File: src/hdl/tcr_pkg.sv
// shared constants and types for the 2-adic cube root block
package tcr_pkg;

    // iteration limit register
    localparam int ITER_W = 6;
    localparam logic [ITER_W-1:0] ITER_RESET = 6'd12;

    // newton refinements of the odd inverse, 3 -> 96 correct bits
    localparam int INV_STEPS = 5;
    localparam int INV_CNT_W = 3;

    // partial product phases of the shared multiplier
    localparam int PH_W = 2;
    localparam logic [PH_W-1:0] PH_LL = 2'd0;
    localparam logic [PH_W-1:0] PH_LH = 2'd1;
    localparam logic [PH_W-1:0] PH_HL = 2'd2;

    // multiplier status seen by the sequencer
    typedef struct packed {
        logic busy;
        logic done;
    } t_mul_stat;

endpackage

File: src/hdl/twoadic_cube_root.sv
// top level of the 2-adic cube root block: sequencer, operand registers and result register
//
// usage
//  - input channel i_valid / o_ready carries i_value; only its low WIDTH bits are used
//  - output channel o_valid / i_ready carries o_root and o_invalid_input
//  - i_cfg_wr_en / i_cfg_wr_data write the iteration limit (resets to 12); write only
//    while the block is idle
//  - one operand is worked on at a time; o_ready is high only while the sequencer idles
//  - an even operand, or an odd one at a limit of 0, skips the iteration; with the output
//    register free its result is loaded from the result stage and the sequencer idles again
//  - an odd operand runs newton steps up to the limit; a zero residual ends the search
//    within a step, after two products and the test; the result is loaded into the output
//    register once the search ends and the register is free
//  - each step uses the shared multiplier for 13 modular products, each one an issue, three
//    half-width partial products and a handoff, plus the zero residual test
//  - a finished result sits in the output register until it is transferred; the next
//    operand can be transferred in meanwhile, and its result waits if the register is full
//  - reset is synchronous, active low: the sequencer idles, the output register empties
//    and the iteration limit returns to 12
module twoadic_cube_root #(
    parameter int WIDTH = 64
) (
    input  logic                        i_clk,
    input  logic                        i_rst_n,
    input  logic                        i_valid,
    output logic                        o_ready,
    input  logic [63:0]                 i_value,
    output logic                        o_valid,
    input  logic                        i_ready,
    output logic [63:0]                 o_root,
    output logic                        o_invalid_input,
    input  logic                        i_cfg_wr_en,
    input  logic [tcr_pkg::ITER_W-1:0]  i_cfg_wr_data
);

    // sequencer states
    localparam logic [3:0] S_IDLE  = 4'd0;
    localparam logic [3:0] S_X2    = 4'd1;  // x * x
    localparam logic [3:0] S_X3    = 4'd2;  // x^2 * x, residual
    localparam logic [3:0] S_CHK   = 4'd3;  // zero residual test, derivative
    localparam logic [3:0] S_INV_T = 4'd4;  // t = 2 - d * y
    localparam logic [3:0] S_INV_Y = 4'd5;  // y = y * t
    localparam logic [3:0] S_G     = 4'd6;  // x -= f * y
    localparam logic [3:0] S_DONE  = 4'd7;  // hand result to output register

    logic [3:0]                       r_state;
    logic                             r_wait;
    logic [tcr_pkg::ITER_W-1:0]       r_limit;
    logic [tcr_pkg::ITER_W-1:0]       r_iter;
    logic [tcr_pkg::INV_CNT_W-1:0]    r_k;
    logic                             r_bad;
    logic [WIDTH-1:0]                 r_a;
    logic [WIDTH-1:0]                 r_x;
    logic [WIDTH-1:0]                 r_x2;
    logic [WIDTH-1:0]                 r_f;
    logic [WIDTH-1:0]                 r_d;
    logic [WIDTH-1:0]                 r_y;
    logic [WIDTH-1:0]                 r_t;
    logic                             r_out_valid;
    logic [WIDTH-1:0]                 r_root;
    logic                             r_invalid;

    logic [WIDTH-1:0]                 w_op_a;
    logic [WIDTH-1:0]                 w_op_b;
    logic                             w_mul_state;
    logic                             w_start;
    logic                             w_done;
    logic [WIDTH-1:0]                 w_prod;
    tcr_pkg::t_mul_stat               w_mul_stat;
    logic [WIDTH-1:0]                 w_deriv;
    logic                             w_in_xfer;
    logic                             w_out_load;

    assign w_in_xfer = i_valid && o_ready;
    // result register frees up on the same edge it is transferred out
    assign w_out_load = (r_state == S_DONE) && (!r_out_valid || i_ready);

    // 3 * x^2 as shift and add
    assign w_deriv = {r_x2[WIDTH-2:0], 1'b0} + r_x2;

    // operand selection for the shared multiplier
    always_comb begin
        w_mul_state = 1'b1;
        case (r_state)
            S_X2: begin
                w_op_a = r_x;
                w_op_b = r_x;
            end
            S_X3: begin
                w_op_a = r_x2;
                w_op_b = r_x;
            end
            S_INV_T: begin
                w_op_a = r_d;
                w_op_b = r_y;
            end
            S_INV_Y: begin
                w_op_a = r_y;
                w_op_b = r_t;
            end
            S_G: begin
                w_op_a = r_f;
                w_op_b = r_y;
            end
            default: begin
                w_op_a      = r_x;
                w_op_b      = r_x;
                w_mul_state = 1'b0;
            end
        endcase
    end

    // issue once per multiply state, then wait for the product
    assign w_start = w_mul_state && !r_wait;
    assign w_done  = r_wait && w_mul_stat.done;

    tcr_mul #(
        .WIDTH (WIDTH)
    ) u_mul (
        .i_clk   (i_clk),
        .i_rst_n (i_rst_n),
        .i_start (w_start),
        .i_a     (w_op_a),
        .i_b     (w_op_b),
        .o_prod  (w_prod),
        .o_stat  (w_mul_stat)
    );

    // sequencer and control state
    always_ff @(posedge i_clk) begin
        if (!i_rst_n) begin
            r_state     <= S_IDLE;
            r_wait      <= 1'b0;
            r_limit     <= tcr_pkg::ITER_RESET;
            r_out_valid <= 1'b0;
        end else begin
            if (i_cfg_wr_en) begin
                r_limit <= i_cfg_wr_data;
            end

            if (w_start) begin
                r_wait <= 1'b1;
            end else if (w_done) begin
                r_wait <= 1'b0;
            end

            if (w_out_load) begin
                r_out_valid <= 1'b1;
            end else if (i_ready) begin
                r_out_valid <= 1'b0;
            end

            case (r_state)
                S_IDLE: begin
                    if (w_in_xfer) begin
                        // even operand or zero limit skips the iteration
                        if (!i_value[0] || (r_limit == '0)) begin
                            r_state <= S_DONE;
                        end else begin
                            r_state <= S_X2;
                        end
                    end
                end
                S_X2: begin
                    if (w_done) begin
                        r_state <= S_X3;
                    end
                end
                S_X3: begin
                    if (w_done) begin
                        r_state <= S_CHK;
                    end
                end
                S_CHK: begin
                    if (r_f == '0) begin
                        r_state <= S_DONE;
                    end else begin
                        r_state <= S_INV_T;
                    end
                end
                S_INV_T: begin
                    if (w_done) begin
                        r_state <= S_INV_Y;
                    end
                end
                S_INV_Y: begin
                    if (w_done) begin
                        if (r_k == tcr_pkg::INV_CNT_W'(tcr_pkg::INV_STEPS - 1)) begin
                            r_state <= S_G;
                        end else begin
                            r_state <= S_INV_T;
                        end
                    end
                end
                S_G: begin
                    if (w_done) begin
                        if (r_iter + 1'b1 == r_limit) begin
                            r_state <= S_DONE;
                        end else begin
                            r_state <= S_X2;
                        end
                    end
                end
                S_DONE: begin
                    if (w_out_load) begin
                        r_state <= S_IDLE;
                    end
                end
                default: begin
                    r_state <= S_IDLE;
                end
            endcase
        end
    end

    // datapath registers
    always_ff @(posedge i_clk) begin
        case (r_state)
            S_IDLE: begin
                if (w_in_xfer) begin
                    r_a    <= i_value[WIDTH-1:0];
                    r_iter <= '0;
                    r_bad  <= !i_value[0];
                    r_x    <= i_value[0] ? WIDTH'(1) : '0;
                end
            end
            S_X2: begin
                if (w_done) begin
                    r_x2 <= w_prod;
                end
            end
            S_X3: begin
                if (w_done) begin
                    r_f <= w_prod - r_a;
                end
            end
            S_CHK: begin
                // inverse seed: an odd d is its own inverse to 3 bits
                r_d <= w_deriv;
                r_y <= w_deriv;
                r_k <= '0;
            end
            S_INV_T: begin
                if (w_done) begin
                    r_t <= WIDTH'(2) - w_prod;
                end
            end
            S_INV_Y: begin
                if (w_done) begin
                    r_y <= w_prod;
                    r_k <= r_k + 1'b1;
                end
            end
            S_G: begin
                if (w_done) begin
                    r_x    <= r_x - w_prod;
                    r_iter <= r_iter + 1'b1;
                end
            end
            default: begin
            end
        endcase
    end

    // output register
    always_ff @(posedge i_clk) begin
        if (w_out_load) begin
            r_root    <= r_x;
            r_invalid <= r_bad;
        end
    end

    assign o_ready         = (r_state == S_IDLE);
    assign o_valid         = r_out_valid;
    assign o_root          = 64'(r_root);
    assign o_invalid_input = r_invalid;

    // the multiplier is never restarted while it is still working
    assert property (@(posedge i_clk) disable iff (!i_rst_n)
        w_start |-> !w_mul_stat.busy)
        else $error("multiplier issued while busy");

    // an invalid result always carries a zero root
    assert property (@(posedge i_clk) disable iff (!i_rst_n)
        (o_valid && o_invalid_input) |-> (o_root == '0))
        else $error("invalid result with nonzero root");

    // an even operand goes straight to the result stage flagged invalid
    assert property (@(posedge i_clk) disable iff (!i_rst_n)
        (w_in_xfer && !i_value[0]) |=> ((r_state == S_DONE) && r_bad && (r_x == '0)))
        else $error("even operand not short-cut");

    // a product only arrives while the sequencer is waiting in a multiply state
    assert property (@(posedge i_clk) disable iff (!i_rst_n)
        w_mul_stat.done |-> (r_wait && w_mul_state))
        else $error("stray multiplier product");

endmodule

File: src/hdl/tcr_mul.sv
// low-half modular multiplier built from one half-width multiplier, reused over its phases
module tcr_mul #(
    parameter int WIDTH = 64
) (
    input  logic                  i_clk,
    input  logic                  i_rst_n,
    input  logic                  i_start,
    input  logic [WIDTH-1:0]      i_a,
    input  logic [WIDTH-1:0]      i_b,
    output logic [WIDTH-1:0]      o_prod,
    output tcr_pkg::t_mul_stat    o_stat
);

    localparam int HALF = (WIDTH + 1) / 2;
    localparam int PW   = 2 * HALF;

    logic [PW-1:0]             r_a;
    logic [PW-1:0]             r_b;
    logic [PW-1:0]             r_acc;
    logic [tcr_pkg::PH_W-1:0]  r_ph;
    logic                      r_busy;
    logic                      r_done;

    logic [HALF-1:0]           w_opa;
    logic [HALF-1:0]           w_opb;
    logic [PW-1:0]             w_pp;
    logic [PW-1:0]             w_term;

    // operand halves per phase
    always_comb begin
        case (r_ph)
            tcr_pkg::PH_LL: begin
                w_opa = r_a[HALF-1:0];
                w_opb = r_b[HALF-1:0];
            end
            tcr_pkg::PH_LH: begin
                w_opa = r_a[HALF-1:0];
                w_opb = r_b[PW-1:HALF];
            end
            tcr_pkg::PH_HL: begin
                w_opa = r_a[PW-1:HALF];
                w_opb = r_b[HALF-1:0];
            end
            default: begin
                w_opa = '0;
                w_opb = '0;
            end
        endcase
    end

    assign w_pp   = PW'(w_opa) * PW'(w_opb);
    // cross terms land in the upper half, their carries fall off the top
    assign w_term = (r_ph == tcr_pkg::PH_LL) ? w_pp : (w_pp << HALF);

    always_ff @(posedge i_clk) begin
        if (!i_rst_n) begin
            r_busy <= 1'b0;
            r_done <= 1'b0;
            r_ph   <= tcr_pkg::PH_LL;
        end else begin
            r_done <= 1'b0;
            if (i_start && !r_busy) begin
                r_busy <= 1'b1;
                r_ph   <= tcr_pkg::PH_LL;
            end else if (r_busy) begin
                if (r_ph == tcr_pkg::PH_HL) begin
                    r_busy <= 1'b0;
                    r_done <= 1'b1;
                end
                r_ph <= r_ph + 1'b1;
            end
        end
    end

    always_ff @(posedge i_clk) begin
        if (i_start && !r_busy) begin
            r_a   <= PW'(i_a);
            r_b   <= PW'(i_b);
            r_acc <= '0;
        end else if (r_busy) begin
            r_acc <= r_acc + w_term;
        end
    end

    assign o_prod      = r_acc[WIDTH-1:0];
    assign o_stat.busy = r_busy;
    assign o_stat.done = r_done;

endmodule
File: config.mk
export PLATFORM = sky130hd
export DESIGN_NAME = twoadic_cube_root
export DESIGN_NICKNAME = d
export VERILOG_FILES = /design/src/hdl/tcr_pkg.sv /design/src/hdl/twoadic_cube_root.sv /design/src/hdl/tcr_mul.sv
export SDC_FILE = /design/constraint.sdc
export NUM_CORES = 2
export LEC_CHECK = 0
export BUFFER_PORTS_ARGS = -buffer_cell sky130_fd_sc_hd__buf_2
export CAP_MARGIN = 20
export CORE_UTILIZATION = 35
export CTS_CLUSTER_DIAMETER = 50
export DETAILED_ROUTE_END_ITERATION = 7
export PLACE_DENSITY = 0.58
export RECOVER_POWER = 25
export SYNTH_ARGS = -nofsm -noshare
export SYNTH_HDL_FRONTEND = slang
export SYNTH_SLANG_ARGS = --single-unit
File: constraint.sdc
create_clock -name i_clk -period 30.3 [get_ports i_clk]
set_input_delay 0 -clock i_clk [delete_from_list [all_inputs] [get_ports i_clk]]
set_output_delay 0 -clock i_clk [all_outputs]
set_load 0.01 [all_outputs]
==> impl_metrics.yaml <==
yosys:
  synth-seq-cells: 730
  ys_async_sr_fraction: 0
  synth-edff-count: 651
  ys.flop_type: "edfxtp_1"
  synth_cell_types: 85
  postSynthCellCount: 8338
  synthesis.nets: 9837
  synth_warnings: 0
  syn-cell-area_sq_um: 76580
  ys_seq_area_frac: 0.2759
  syn_avg_cell_area_sq_um: 9.184
worst_setup_path:
  path_max_fanout: 33
  crit_slowest_cell: "clkbuf_1"
  slowest_delay_ps: 1230
  worstReg2RegEnd: "u_mul.o_prod[62]"
  crit_path_end_kind: "flip-flop"
  regToRegStartpoint: "u_mul.r_ph[0]"
  worst_ep_required_time_ps: 30860
  regToRegSetupSlack_ps: 16550
  arrival_ps: 14310
  worst_path_most_repeated_cell: "fa_1"
  crit_type: "reg2reg"
  r2r_cells: 38
  start_kind: "flip-flop"
grt:
  grtUsageMet2: 0.4217
  grt_max_degree: 83
  track_usage: 0.2732
  antenna_found_initial: 30
  grt_pass1_wl_microns: 442700
  grt-ovfl-total: 0
  grt_util_met3: 0.05804
  grt_pass1_vias: 64080
  busiest_layer: "met2"
  grt_use_met1: 0.3580
hold_path:
  min_path_cells: 3
  holdPathEnd: "r_bad"
  holdCritPathClass: "in2reg"
  min_from: "i_value[0]"
outcome:
  outcome: "finished, violations left"
  violations: "capacitance limit, slew limit"
routing:
  drt.antenna.violating_nets: 0
  drt_iter0_markers: 7463
  finalWirelength_microns: 305900
  vias: 64490
  wire_per_inst_microns: 26.91
  via_per_inst: 5.673
  drc_errors: 0
  firstDrtPassIters: 5
cts:
  cts_buffers: 98
  cts_max_path_buffers: 3
  cts_tree: "yes"
  clk_pin_slew_ps: 60
  cts_resized: 0
  root_buffer: "clkbuf_16"
  clock_sinks: 730
  clock_latency_ps: 750
  htree_levels: 3
timing:
  min_period_ps: 13750
  fin_crit_sh: 0.4539
  setup_viol: 0
  finalHoldViolations: 0
  finClkSkew_ps: 57.87
  max_freq_mhz: 72.72
  max-slew-margin-rel: -1.412
  setup-tns-final_ps: 0
  worst_pin_slew_ps: 3618
  grt_setup_unrepaired: "false"
  slew_viol_final: 334
place:
  place_congestion: 0.9822
  port_buffers: 141
  place_hpwl_microns: 237200
layout:
  drive_gt1_frac: 0.05630
  fin_nets: 9923
  fillerInstances: 21690
  syn2layout_area_growth_pct: 11.43
job:
  maxCapViolations: 8
die:
  io_pins: 142
  start_util: 0.3523
  die_y_microns: 469.8
  die-area_sq_um: 220700
  coreArea_sq_um: 217400
  rows: 171
  die_w_microns: 469.8
-- metal layers --
metal,part of all wire,up-vias
met1,0.40,32270
li1,-,27970
met2,0.44,3504
met5,0.00036,-
met3,0.10,725
met4,0.063,20
-- logic make-up after synthesis --
logic type / share of synthesized area
compound gates: 0.1380
xor+xnor: 0.04060
fa+ha+maj: 0.3209
buf+inv: 0.07377
flops: 0.2759
mux: 0.005016
simple gates: 0.1458
-- worst max-delay path, delay by kind of cell, from the launching register on --
| kind | cells | cell delay (ps) |
|---|---|---|
| AND/OR/NAND/NOR | 10 | 3190 |
| buffers and inverters | 5 | 1500 |
| multiplexers | 1 | 310 |
| AO/OA/AOI/OAI | 9 | 2620 |
| XOR/XNOR | 2 | 360 |
| flip-flops | 1 | 350 |
| adder cells (fa/ha/maj) | 11 | 5210 |
-- cells in the final DEF (no fill, tap or decap), types with 17 or more instances in the layout --
cell type and n:
or2_2 42, nor2b_1 50, nand3_1 95, nand2_1 930
nor3_1 59, a21o_1 205, inv_1 1052, a31oi_1 66
or3_1 19, nor2_1 1013, clkbuf_16 101, a211oi_1 31
nand2b_1 45, nor2_2 20, o21ai_0 473, a22o_1 33
dlygate4sd3_1 152, edfxtp_1 651, o211ai_1 30, o21bai_1 62
xnor2_1 218, and3_1 49, nor4_1 45, dfxtp_1 76
fa_1 900, and2_1 56, a221oi_1 18, clkbuf_1 122
buf_2 74, xor2_1 137, a22oi_1 117, mux2i_1 17
o21a_1 31, nand4_1 85, buf_4 97, ha_1 521
a21oi_1 489, mux2_2 19
-- worst max-delay path by stage --
| stage | start | to | slack, ps | cells past startpoint |
|---|---|---|---|---|
| finish | u_mul.r_ph[0] | u_mul.o_prod[62] | 16550 | 38 |
| detailed placement | u_mul.r_ph[0] | u_mul.o_prod[62] | 17460 | 37 |
| global route | u_mul.r_ph[0] | u_mul.o_prod[62] | 16090 | 38 |
| global placement | u_mul.r_ph[0] | u_mul.o_prod[62] | 17370 | 38 |
| CTS | u_mul.r_ph[0] | u_mul.o_prod[62] | 17410 | 37 |
| floorplan | u_mul.r_ph[1] | u_mul.o_prod[60] | 19300 | 45 |
-- area by class of cell --
| type | instances | area [sq um] | share of cell area |
|---|---|---|---|
| repair buffers | 435 | 3107 | 0.03641 |
| flip-flops and latches | 730 | 21140 | 0.2477 |
| multi-input cells | 6105 | 50050 | 0.5865 |
| clock inverters | 65 | 855.8 | 0.01003 |
| inverters | 1054 | 3956 | 0.04637 |
| well taps | 2854 | 3571 | 0.04185 |
| diodes | 6 | 15.01 | 0.0001760 |
| clock buffers | 119 | 2635 | 0.03088 |
-- registers in the layout (all words and copies together), names as in the netlist, 2 cells and up --
name and count:
o_root 64, r_a 64, r_d 64, r_f 64, r_iter 6, r_k 3, r_limit 6, r_state 3
r_t 64, r_x 64, r_x2 64, r_y 64, u_mul.o_prod 64, u_mul.r_a 64, u_mul.r_b 64, u_mul.r_ph 2
-- through the flow --
stage | cell area [sq um] | util | setup slack (ps) | std cells | hold slack [ps]
after detailed placement | 80530 | 0.3704 | 17460 | 11020 | 178.1
after global placement | 80470 | 0.3702 | 17370 | 11020 | 176.6
after CTS | 85540 | 0.3935 | 17410 | 11360 | 26.70
after floorplan | 76580 | - | 19300 | 8338 | 98.87
after global routing | 85310 | 0.3925 | 16090 | 11360 | 177.4
final | 85330 | 0.3925 | 16550 | 11370 | 160.8
-- Yosys cell counts (all sizes together) (17+ instances only) --
cell,n,share of area
inv,1052,0.052
a21oi,490,0.032
and2,57,0.0047
nand3,95,0.0062
a211oi,31,0.0030
a22o,33,0.0038
o21ai,475,0.031
clkbuf,428,0.021
nand4,85,0.0069
nand2b,46,0.0039
edfxtp,651,0.26
nor3,62,0.0041
a31oi,66,0.0054
o21a,32,0.0031
xor2,137,0.016
fa,900,0.24
a22oi,129,0.013
xnor2,218,0.025
mux2,19,0.0028
a221oi,18,0.0021
ha,524,0.086
nor2b,51,0.0042
dfxtp,79,0.021
nor4,48,0.0042
o211ai,30,0.0029
buf,21,0.0011
or3,20,0.0017
mux2i,17,0.0022
nor2,1042,0.051
a21o,205,0.020
nand2,933,0.046
and3,49,0.0040
o21bai,62,0.0061
or2,47,0.0038
-- repair_timing --
item / in CTS / in global routing
endpoints found under the hold margin: 92 / 0
buffers inserted: 0 / 0
hold buffers: 152 / 0
Power is left out: the tool's default activity adds up to more than one toggle a clock period on the data nets, which glitch-free logic cannot reach.
